**src/rtl/bblf_pkg.sv**
```systemverilog
// Shared types and constants of the box blur line filter.
`default_nettype none

package bblf_pkg;

  localparam int RAD_W      = 5;     // radius register
  localparam int LEN_W      = 13;    // line_length register
  localparam int RECIP_W    = 17;    // reciprocal register, Q1.16
  localparam int POS_W      = 12;    // position within a line
  localparam int MAX_LINE   = 4096;
  localparam int RING_DEPTH = 63;    // 2 * max radius + 1
  localparam int RING_AW    = 6;
  localparam int FRAC_BITS  = 16;
  localparam int ADDR_W     = 4;
  localparam int DATA_W     = 32;

  localparam logic [RAD_W-1:0]   RADIUS_RST = '0;
  localparam logic [LEN_W-1:0]   LENGTH_RST = LEN_W'(4096);
  localparam logic [RECIP_W-1:0] RECIP_RST  = RECIP_W'(65536);

  typedef enum logic [1:0] {
    REG_RADIUS      = 2'd0,
    REG_LINE_LENGTH = 2'd1,
    REG_RECIPROCAL  = 2'd2
  } reg_idx_t;

  typedef struct packed {
    logic [RAD_W-1:0]   radius;
    logic [LEN_W-1:0]   line_length;
    logic [RECIP_W-1:0] reciprocal;
  } cfg_t;

endpackage

`default_nettype wire

```
**src/rtl/bblf_ram.sv**
```systemverilog
// Generic single-write, registered-read RAM.
`default_nettype none

module bblf_ram #(
  parameter int WIDTH = 16,
  parameter int DEPTH = 63
) (
  input  wire logic                     clk,
  input  wire logic                     wr_en,
  input  wire logic [$clog2(DEPTH)-1:0] wr_addr,
  input  wire logic [WIDTH-1:0]         wr_data,
  input  wire logic [$clog2(DEPTH)-1:0] rd_addr,
  output logic      [WIDTH-1:0]         rd_data
);

  logic [WIDTH-1:0] mem [DEPTH];

  always_ff @(posedge clk) begin
    if (wr_en) begin
      mem[wr_addr] <= wr_data;
    end
    rd_data <= mem[rd_addr];
  end

endmodule

`default_nettype wire

```
**src/rtl/bblf_regs.sv**
```systemverilog
// APB configuration registers of the box blur line filter.
`default_nettype none

module bblf_regs (
  input  wire logic                          clk,
  input  wire logic                          rst,
  input  wire logic                          psel,
  input  wire logic                          penable,
  input  wire logic                          pwrite,
  input  wire logic [bblf_pkg::ADDR_W-1:0]   paddr,
  input  wire logic [bblf_pkg::DATA_W-1:0]   pwdata,
  output logic      [bblf_pkg::DATA_W-1:0]   prdata,
  output logic                               pready,
  output bblf_pkg::cfg_t                     cfg,
  output logic                               cfg_wr
);
  import bblf_pkg::*;

  logic     wr_en;
  reg_idx_t idx;

  assign pready = 1'b1;
  assign wr_en  = psel && penable && pwrite;
  assign idx    = reg_idx_t'(paddr[3:2]);
  // restart the line at the same edge that loads the register
  assign cfg_wr = wr_en && (idx == REG_RADIUS || idx == REG_LINE_LENGTH ||
                            idx == REG_RECIPROCAL);

  always_ff @(posedge clk) begin
    if (rst) begin
      cfg.radius      <= RADIUS_RST;
      cfg.line_length <= LENGTH_RST;
      cfg.reciprocal  <= RECIP_RST;
    end else begin
      if (wr_en) begin
        unique case (idx)
          REG_RADIUS: begin
            cfg.radius <= pwdata[RAD_W-1:0];
          end
          REG_LINE_LENGTH: begin
            cfg.line_length <= pwdata[LEN_W-1:0];
          end
          REG_RECIPROCAL: begin
            cfg.reciprocal <= pwdata[RECIP_W-1:0];
          end
          default: ;
        endcase
      end
    end
  end

  always_comb begin
    unique case (idx)
      REG_RADIUS:      prdata = DATA_W'(cfg.radius);
      REG_LINE_LENGTH: prdata = DATA_W'(cfg.line_length);
      REG_RECIPROCAL:  prdata = DATA_W'(cfg.reciprocal);
      default:         prdata = '0;
    endcase
  end

endmodule

`default_nettype wire

```
**src/rtl/box_blur_line_filter_core.sv**
```systemverilog
// Box blur line filter: 1-D box average with edge replication over configured lines.
//
// Pixels enter on in_valid/in_stall, one line after another; results leave on
// out_valid/out_stall as blurred plus end_of_line. A transfer happens at a clock
// edge with valid high and stall low.
// A line of L pixels gives L results. The first R pixels give none; the last
// pixel gives R+1, the final one flagged with end_of_line. R is the radius
// clamped to (L-1)/2.
// Throughput: one pixel per cycle while the output is not stalled; at the end of
// each line the input stalls while the trailing results come out of the running
// sum. A result passes the sum stage (window_sum, s1_valid), then the output
// register (blurred, out_valid). The 63-entry pixel ring is a RAM with registered
// read, read at the next left pointer (tail_next) so the oldest window pixel is
// ready when it is needed. A stalled output holds; one result waits in the sum
// stage and the input stalls when both are full or while trailing results drain.
// Reset (rst, synchronous) empties the pipe, starts a new line and loads radius
// 0, line_length 4096, reciprocal 1.0. A write to any of the three registers also
// starts a new line; write registers only while the block is idle.
`default_nettype none

module box_blur_line_filter_core #(
  parameter int PIXEL_BITS = 16
) (
  input  wire logic                        clk,
  input  wire logic                        rst,
  // APB configuration
  input  wire logic                        psel,
  input  wire logic                        penable,
  input  wire logic                        pwrite,
  input  wire logic [bblf_pkg::ADDR_W-1:0] paddr,
  input  wire logic [bblf_pkg::DATA_W-1:0] pwdata,
  output logic      [bblf_pkg::DATA_W-1:0] prdata,
  output logic                             pready,
  // pixel input
  input  wire logic                        in_valid,
  output logic                             in_stall,
  input  wire logic [PIXEL_BITS-1:0]       pixel,
  // result output
  output logic                             out_valid,
  input  wire logic                        out_stall,
  output logic      [PIXEL_BITS-1:0]       blurred,
  output logic                             end_of_line
);
  import bblf_pkg::*;

  localparam int SUM_W  = PIXEL_BITS + RING_AW;
  localparam int PROD_W = SUM_W + RECIP_W;

  cfg_t cfg;
  logic cfg_wr;

  bblf_regs u_regs (
    .clk     (clk),
    .rst     (rst),
    .psel    (psel),
    .penable (penable),
    .pwrite  (pwrite),
    .paddr   (paddr),
    .pwdata  (pwdata),
    .prdata  (prdata),
    .pready  (pready),
    .cfg     (cfg),
    .cfg_wr  (cfg_wr)
  );

  // effective length and radius
  logic [LEN_W-1:0] eff_len;
  logic [POS_W-1:0] len_m1;
  logic [RAD_W-1:0] eff_r;

  always_comb begin
    if (cfg.line_length == '0) begin
      eff_len = LEN_W'(1);
    end else if (cfg.line_length > LEN_W'(MAX_LINE)) begin
      eff_len = LEN_W'(MAX_LINE);
    end else begin
      eff_len = cfg.line_length;
    end
    len_m1 = POS_W'(eff_len - LEN_W'(1));
    if (POS_W'(cfg.radius) > POS_W'(len_m1[POS_W-1:1])) begin
      eff_r = RAD_W'(len_m1[POS_W-1:1]);
    end else begin
      eff_r = cfg.radius;
    end
  end

  // state
  logic [POS_W-1:0]      position, position_next;
  logic [RING_AW-1:0]    wptr, wptr_next;
  logic [RING_AW-1:0]    tail, tail_next;
  logic [RAD_W-1:0]      drain_cnt, drain_cnt_next;
  logic [PIXEL_BITS-1:0] first_value, first_value_next;
  logic [PIXEL_BITS-1:0] last_pixel, last_pixel_next;
  logic [SUM_W-1:0]      window_sum, window_sum_next;
  logic                  s1_valid, s1_valid_next;
  logic                  s1_eol, s1_eol_next;

  logic [PIXEL_BITS-1:0] ring_rd;
  logic [PIXEL_BITS-1:0] left;
  logic                  accept, drain_step, out_free, s1_move, s1_free;
  logic                  line_end;
  logic [RING_AW-1:0]    tail_inc, tail_start;

  assign out_free   = !out_valid || !out_stall;
  assign s1_move    = s1_valid && out_free;
  assign s1_free    = !s1_valid || out_free;
  assign in_stall   = !(s1_free && (drain_cnt == '0));
  assign accept     = in_valid && !in_stall;
  assign drain_step = (drain_cnt != '0) && s1_free;
  assign line_end   = (position == len_m1);

  assign tail_inc   = (tail == RING_AW'(RING_DEPTH - 1)) ? '0 : tail + RING_AW'(1);
  // left pointer after the first pixel: -2R modulo the ring depth
  assign tail_start = (eff_r == '0) ? '0
                    : RING_AW'(RING_DEPTH) - {eff_r, 1'b0};

  always_comb begin
    if (position <= POS_W'({eff_r, 1'b0})) begin
      left = first_value;
    end else if (eff_r == '0) begin
      // the ring entry would be the one written by the previous pixel
      left = last_pixel;
    end else begin
      left = ring_rd;
    end
  end

  always_comb begin
    position_next    = position;
    wptr_next        = wptr;
    tail_next        = tail;
    drain_cnt_next   = drain_cnt;
    first_value_next = first_value;
    last_pixel_next  = last_pixel;
    window_sum_next  = window_sum;
    s1_valid_next    = s1_move ? 1'b0 : s1_valid;
    s1_eol_next      = s1_eol;

    if (accept) begin
      last_pixel_next = pixel;
      if (position == '0) begin
        first_value_next = pixel;
        window_sum_next  = SUM_W'(pixel) * SUM_W'({eff_r, 1'b1});
        tail_next        = tail_start;
      end else begin
        window_sum_next  = window_sum - SUM_W'(left) + SUM_W'(pixel);
        tail_next        = tail_inc;
      end
      s1_valid_next = (position >= POS_W'(eff_r));
      s1_eol_next   = line_end && (eff_r == '0);
      if (line_end) begin
        position_next  = '0;
        wptr_next      = '0;
        drain_cnt_next = eff_r;
      end else begin
        position_next  = position + POS_W'(1);
        wptr_next      = (wptr == RING_AW'(RING_DEPTH - 1)) ? '0 : wptr + RING_AW'(1);
      end
    end else if (drain_step) begin
      // trailing outputs: the right edge repeats the line's last pixel
      window_sum_next = window_sum - SUM_W'(ring_rd) + SUM_W'(last_pixel);
      tail_next       = tail_inc;
      drain_cnt_next  = drain_cnt - RAD_W'(1);
      s1_valid_next   = 1'b1;
      s1_eol_next     = (drain_cnt == RAD_W'(1));
    end

    if (cfg_wr) begin
      position_next = '0;
      wptr_next     = '0;
    end
  end

  bblf_ram #(
    .WIDTH (PIXEL_BITS),
    .DEPTH (RING_DEPTH)
  ) u_ring (
    .clk     (clk),
    .wr_en   (accept),
    .wr_addr (wptr),
    .wr_data (pixel),
    .rd_addr (tail_next),
    .rd_data (ring_rd)
  );

  // scale by the reciprocal, round, saturate
  logic [PROD_W-1:0] product;
  logic [PROD_W-1:0] rounded;
  logic [SUM_W:0]    scaled;
  logic [PIXEL_BITS-1:0] result;

  assign product = PROD_W'(window_sum) * PROD_W'(cfg.reciprocal);
  assign rounded = product + PROD_W'(1 << (FRAC_BITS - 1));
  assign scaled  = (SUM_W + 1)'(rounded[PROD_W-1:FRAC_BITS]);
  assign result  = (|scaled[SUM_W:PIXEL_BITS]) ? '1 : scaled[PIXEL_BITS-1:0];

  always_ff @(posedge clk) begin
    if (rst) begin
      position    <= '0;
      wptr        <= '0;
      tail        <= '0;
      drain_cnt   <= '0;
      first_value <= '0;
      last_pixel  <= '0;
      window_sum  <= '0;
      s1_valid    <= 1'b0;
      s1_eol      <= 1'b0;
      out_valid   <= 1'b0;
    end else begin
      position    <= position_next;
      wptr        <= wptr_next;
      tail        <= tail_next;
      drain_cnt   <= drain_cnt_next;
      first_value <= first_value_next;
      last_pixel  <= last_pixel_next;
      window_sum  <= window_sum_next;
      s1_valid    <= s1_valid_next;
      s1_eol      <= s1_eol_next;
      if (s1_move) begin
        out_valid <= 1'b1;
      end else if (!out_stall) begin
        out_valid <= 1'b0;
      end
    end
  end

  always_ff @(posedge clk) begin
    if (s1_move) begin
      blurred     <= result;
      end_of_line <= s1_eol;
    end
  end

endmodule

`default_nettype wire

```
**config.mk**
```make
export PLATFORM = sky130hd
export DESIGN_NAME = box_blur_line_filter_core
export DESIGN_NICKNAME = d
export VERILOG_FILES = /design/src/rtl/bblf_pkg.sv /design/src/rtl/bblf_ram.sv /design/src/rtl/bblf_regs.sv /design/src/rtl/box_blur_line_filter_core.sv
export SDC_FILE = /design/constraint.sdc
export NUM_CORES = 2
export LEC_CHECK = 0
export CAP_MARGIN = 15
export CORE_MARGIN = 1.5
export CORE_UTILIZATION = 25
export DETAILED_ROUTE_END_ITERATION = 7
export DONT_BUFFER_PORTS = 1
export SLEW_MARGIN = 5
export SYNTH_ARGS = -nofsm -noshare
export SYNTH_HDL_FRONTEND = slang
export SYNTH_HIERARCHICAL = 1
export SYNTH_SLANG_ARGS = --single-unit
```
**constraint.sdc**
```tcl
create_clock -name clk -period 8.4 [get_ports clk]
set_clock_uncertainty 0.15 [all_clocks]
set_input_delay 1.68 -clock clk [delete_from_list [all_inputs] [get_ports clk]]
set_output_delay 1.68 -clock clk [all_outputs]
set_load 0.03 [all_outputs]
```
==> parameters.txt <==
Parameter                              Value

Placed design
  Routability-driven placement congestion ratio    0.862
  Instance area after placement    68700 sq um
  PortBufs    0
  Half-perimeter wire length after detailed placement    109000 um

Logic synthesis
  Area leader, netlist    edfxtp_1
  Most numerous cell types in the synthesized netlist    edfxtp_1, inv_1, nand2_1
  Mapped Avg Cell Area    13.6 sq um
  Top area cells in the synthesized netlist    edfxtp_1, fa_1, mux4_2, dfxtp_1, ha_1
  Synth warn    6
  Count of flip-flops with a built-in enable after synthesis    1025
  Post-synthesis instance area    63800 sq um
  Portion of synthesized cell area occupied by the leading cell type    48.3%
  Gate count of the mapped netlist    4686
  Number of synthesized register bits    1162
  Share of flip-flops with an asynchronous set or reset    0%
  Post-synthesis sequential area ratio    52.6%
  Post-synth cell types    97
  Most frequent cell after synthesis    edfxtp_1
  Post-synth top flop    edfxtp_1

Clock network
  TritonCTS clock tree    built
  Clock transition at the registers of the reported paths    70 ps
  Root Buffer Master    clkbuf_16
  Total CTS buffers    103
  Maximum buffer depth of the clock tree    3
  Worst-skew pair later-pin latency    730 ps
  Number of clock sinks    1162
  Maximum level of the CTS H-tree    3

Power
  Largest voltage drop on the vdd net    0.277 mV
  Part of the total power dissipated in the clock network    24.2%
  Sw Ratio    36.1%
  Power density over the cells    271 nW/um^2
  Leakage component of the power    25.7 nW
  Combinational Power Share    41.1%
  Net switching power    0.00709 W
  Internal power    0.0126 W
  Post-layout power    0.0196 W
  Share of total power in sequential cells    34.7%

Global route
  Global-route wire length before repair    247000 um
  Total routing resource utilization after global routing    12.5%
  Via count of the first global-routing pass    39255
  Total congestion overflow after global routing    0
  Initial antenna violation count    7
  Largest net degree at the start of global routing    114

Flow run
  Max Cap Violations    0

STA
  Max Clock Freq    123 MHz
  Final worst path period share    96.7%
  Clock period minus worst slack    8130 ps
  Slew @ Worst Pin    1190 ps
  Normalized max-slew margin    20.4%
  Number of pins exceeding their max-slew limit in the final report    0
  Final Hold Violating Endpoints    0
  Number of setup violations in the final report    0

Cells and area
  Area of combinational cells with multiple inputs    27600 sq um
  Sequential cell area    33500 sq um
  Final nets    5453
  Final instance area    72400 sq um
  Fill cell count    25458
  Signed area change from the synthesized netlist to the final layout    13.5%
  Share of cells above drive strength 1    14.8%

Critical path
  RR Startpoint    u_regs/cfg[3]
  Length in cells of the worst reg-to-reg path    23
  Critical path startpoint category    flop
  Critical path data required time    8690 ps
  Kind of critical path    reg2reg
  Largest stage delay on the critical path    630 ps
  Reg2Reg Capture Point    blurred[6]
  Minimum setup slack among reg-to-reg paths    270 ps
  Maximum net fanout on the critical path    16
  Cells along the critical path    buf_4, nand2_1, fa_1, inv_1, fa_1, inv_1, fa_1, fa_1, fa_1, inv_1, fa_1, ha_1, nand2_1, nor3_1, o211ai_1, and4b_1, nor3_2, nor3b_2, a221oi_1, o31a_1, mux2i_1, buf_4, o211ai_1
  CP most frequent cell    fa_1
  Endpoint class of the critical path    flop
  Count of buffering cells on the critical path with inverters included    5
  Kind of cell adding the most delay to the critical path    adder cells
  Data arrival time at the worst-slack endpoint    8410 ps
  Slowest cell on the critical path    dfxtp_1

Floorplan
  Full die area    258000 sq um
  Number of placement rows    185
  Die H    508 um
  Top-level port count    111
  Initial Utilization    25.1%
  Core area    254000 sq um
  Die Wd    508 um

Route
  DRC marker count from the first detailed-route iteration    3719
  DR vias/cell    4.68
  Number of iterations in the first detailed-routing pass    6
  Count of vias placed by the detailed router    38614
  Drt wl/cell    19.9 um
  Total DRC errors in the routed layout    0
  Wire length reported by the detailed router    164000 um
  Final ANT Viol Nets    0

Outcome
  Run status    finished clean

Min path
  Launch instance of the worst min-delay path    first_value[12]
  Worst min-delay path category    reg2reg
  Worst hold path stage count    2
  Worst Hold Endpoint    first_value[12]
-- worst max path at each step --
stage / from / to / slack [ps] / cells past startpoint
2_1_floorplan: u_regs/cfg[20] / window_sum[21] / 1 / 38
3_3_place_gp: u_regs/cfg[20] / window_sum[18] / -40 / 32
3_5_place_dp: u_regs/cfg[20] / window_sum[18] / -50 / 32
4_1_cts: u_regs/cfg[20] / window_sum[21] / -0.6 / 35
5_1_grt: u_regs/cfg[20] / window_sum[19] / -40 / 39
6_report: u_regs/cfg[3] / blurred[6] / 270 / 23
-- per-layer routing --
metal | vias up | part of all wire [%] | track usage, %
li1 | 16951 | - | -
met1 | 20009 | 45 | 17.9
met2 | 1408 | 45 | 19.8
met3 | 244 | 7.3 | 1.87
met4 | 2 | 2.7 | 3.26
met5 | - | 0.0079 | 0
-- logic make-up (layout without fill, tap and decap cells) --
| family | count (synthesis) | after routing | synth area share [%] |
|---|---|---|---|
| AND/OR/NAND/NOR | 1164 | 1164 | 8.89 |
| flip-flops | 1162 | 1162 | 52.6 |
| buffers and inverters | 735 | 913 | 4.81 |
| adder cells (fa/ha/maj) | 608 | 608 | 16.5 |
| AO/OA/AOI/OAI | 578 | 578 | 6.07 |
| multiplexers | 355 | 355 | 10.0 |
| XOR/XNOR | 82 | 82 | 1.13 |
| other | 2 | 20 | 0.0118 |
-- tightest hold or removal path: cells and delay by family (launching register included) --
family / cells / cell delay [ps]
flip-flops: 1 / 310
AO/OA/AOI/OAI: 1 / 50
AND/OR/NAND/NOR: 1 / 50
-- timing repair --
item | 4_1_cts | 5_1_grt
setup buffers | 0 | 14
gates resized for setup | 1 | 55
hold buffers | 0 | 0
setup endpoints to repair | 1 | 28
gates cloned | 0 | 1
pin swaps | 0 | 28
-- sequential cells by signal, summed over array words and instances (netlist names), 12 cells and up --
| register | cells |
|---|---|
| blurred | 16 |
| first_value | 16 |
| last_pixel | 16 |
| position | 12 |
| u_regs/cfg | 35 |
| u_ring/mem | 1008 |
| u_ring/rd_data | 16 |
| window_sum | 22 |
-- metrics by stage --
stage / setup slack (ps) / util (%) / setup TNS, ps / cells / hold slack, ps
global route: -37.1 / 28.5 / -87.9 / 8245 / 321
detailed placement: -46.1 / 27.1 / -46.1 / 8035 / 294
floorplan: 1.25 / - / 0 / 4700 / 259
finish: 275 / 28.5 / 0 / 8248 / 307
CTS: -0.604 / 28.4 / -0.604 / 8230 / 303
global placement: -39.9 / 27.1 / -39.9 / 8035 / 289
-- layout make-up --
cell class | count | area share [%]
Tap cell | 3366 | 5.82
Antenna cell | 4 | 0.0138
Inverter | 486 | 2.53
Sequential cell | 1162 | 46.3
Clock inverter | 73 | 0.880
Timing Repair Buffer | 232 | 2.59
Multi-Input combinational cell | 2803 | 38.1
Clock buffer | 122 | 3.73
-- placed cells by master (no fill, tap or decap), types with 13 or more instances in the layout --
cell and n:
edfxtp_1 1025, nand2b_1 74, clkbuf_1 15, conb_1 16
nor2b_1 41, mux2i_1 109, and2_1 200, a22oi_1 46
nand2_1 452, xor2_1 32, fa_1 387, o21a_1 17
a22o_1 15, or2_2 13, inv_1 482, a31oi_1 16
and3_1 19, a21o_1 22, xnor2_1 49, a211oi_1 31
clkinv_2 19, clkinv_1 32, nor2_1 186, o22ai_1 30
ha_1 210, nor3_1 43, dfxtp_1 131, nor4_1 15
mux4_2 225, nand3_1 46, buf_4 218, o221ai_1 23
clkbuf_16 104, o211ai_1 34, a21oi_1 147, o21ai_0 85
-- power by group through the flow --
stage / Sequential (W) / Clock, W / Combinational, W
final: 0.00681 / 0.00476 / 0.00808
after global routing: 0.00682 / 0.00508 / 0.00872
after CTS: 0.00679 / 0.00486 / 0.00794
after detailed placement: 0.00692 / 0 / 0.00790
after global placement: 0.00691 / 0 / 0.00783
after floorplan: 0.00679 / 0 / 0.00580
No activity file was read; power rests on OpenSTA's default activity.
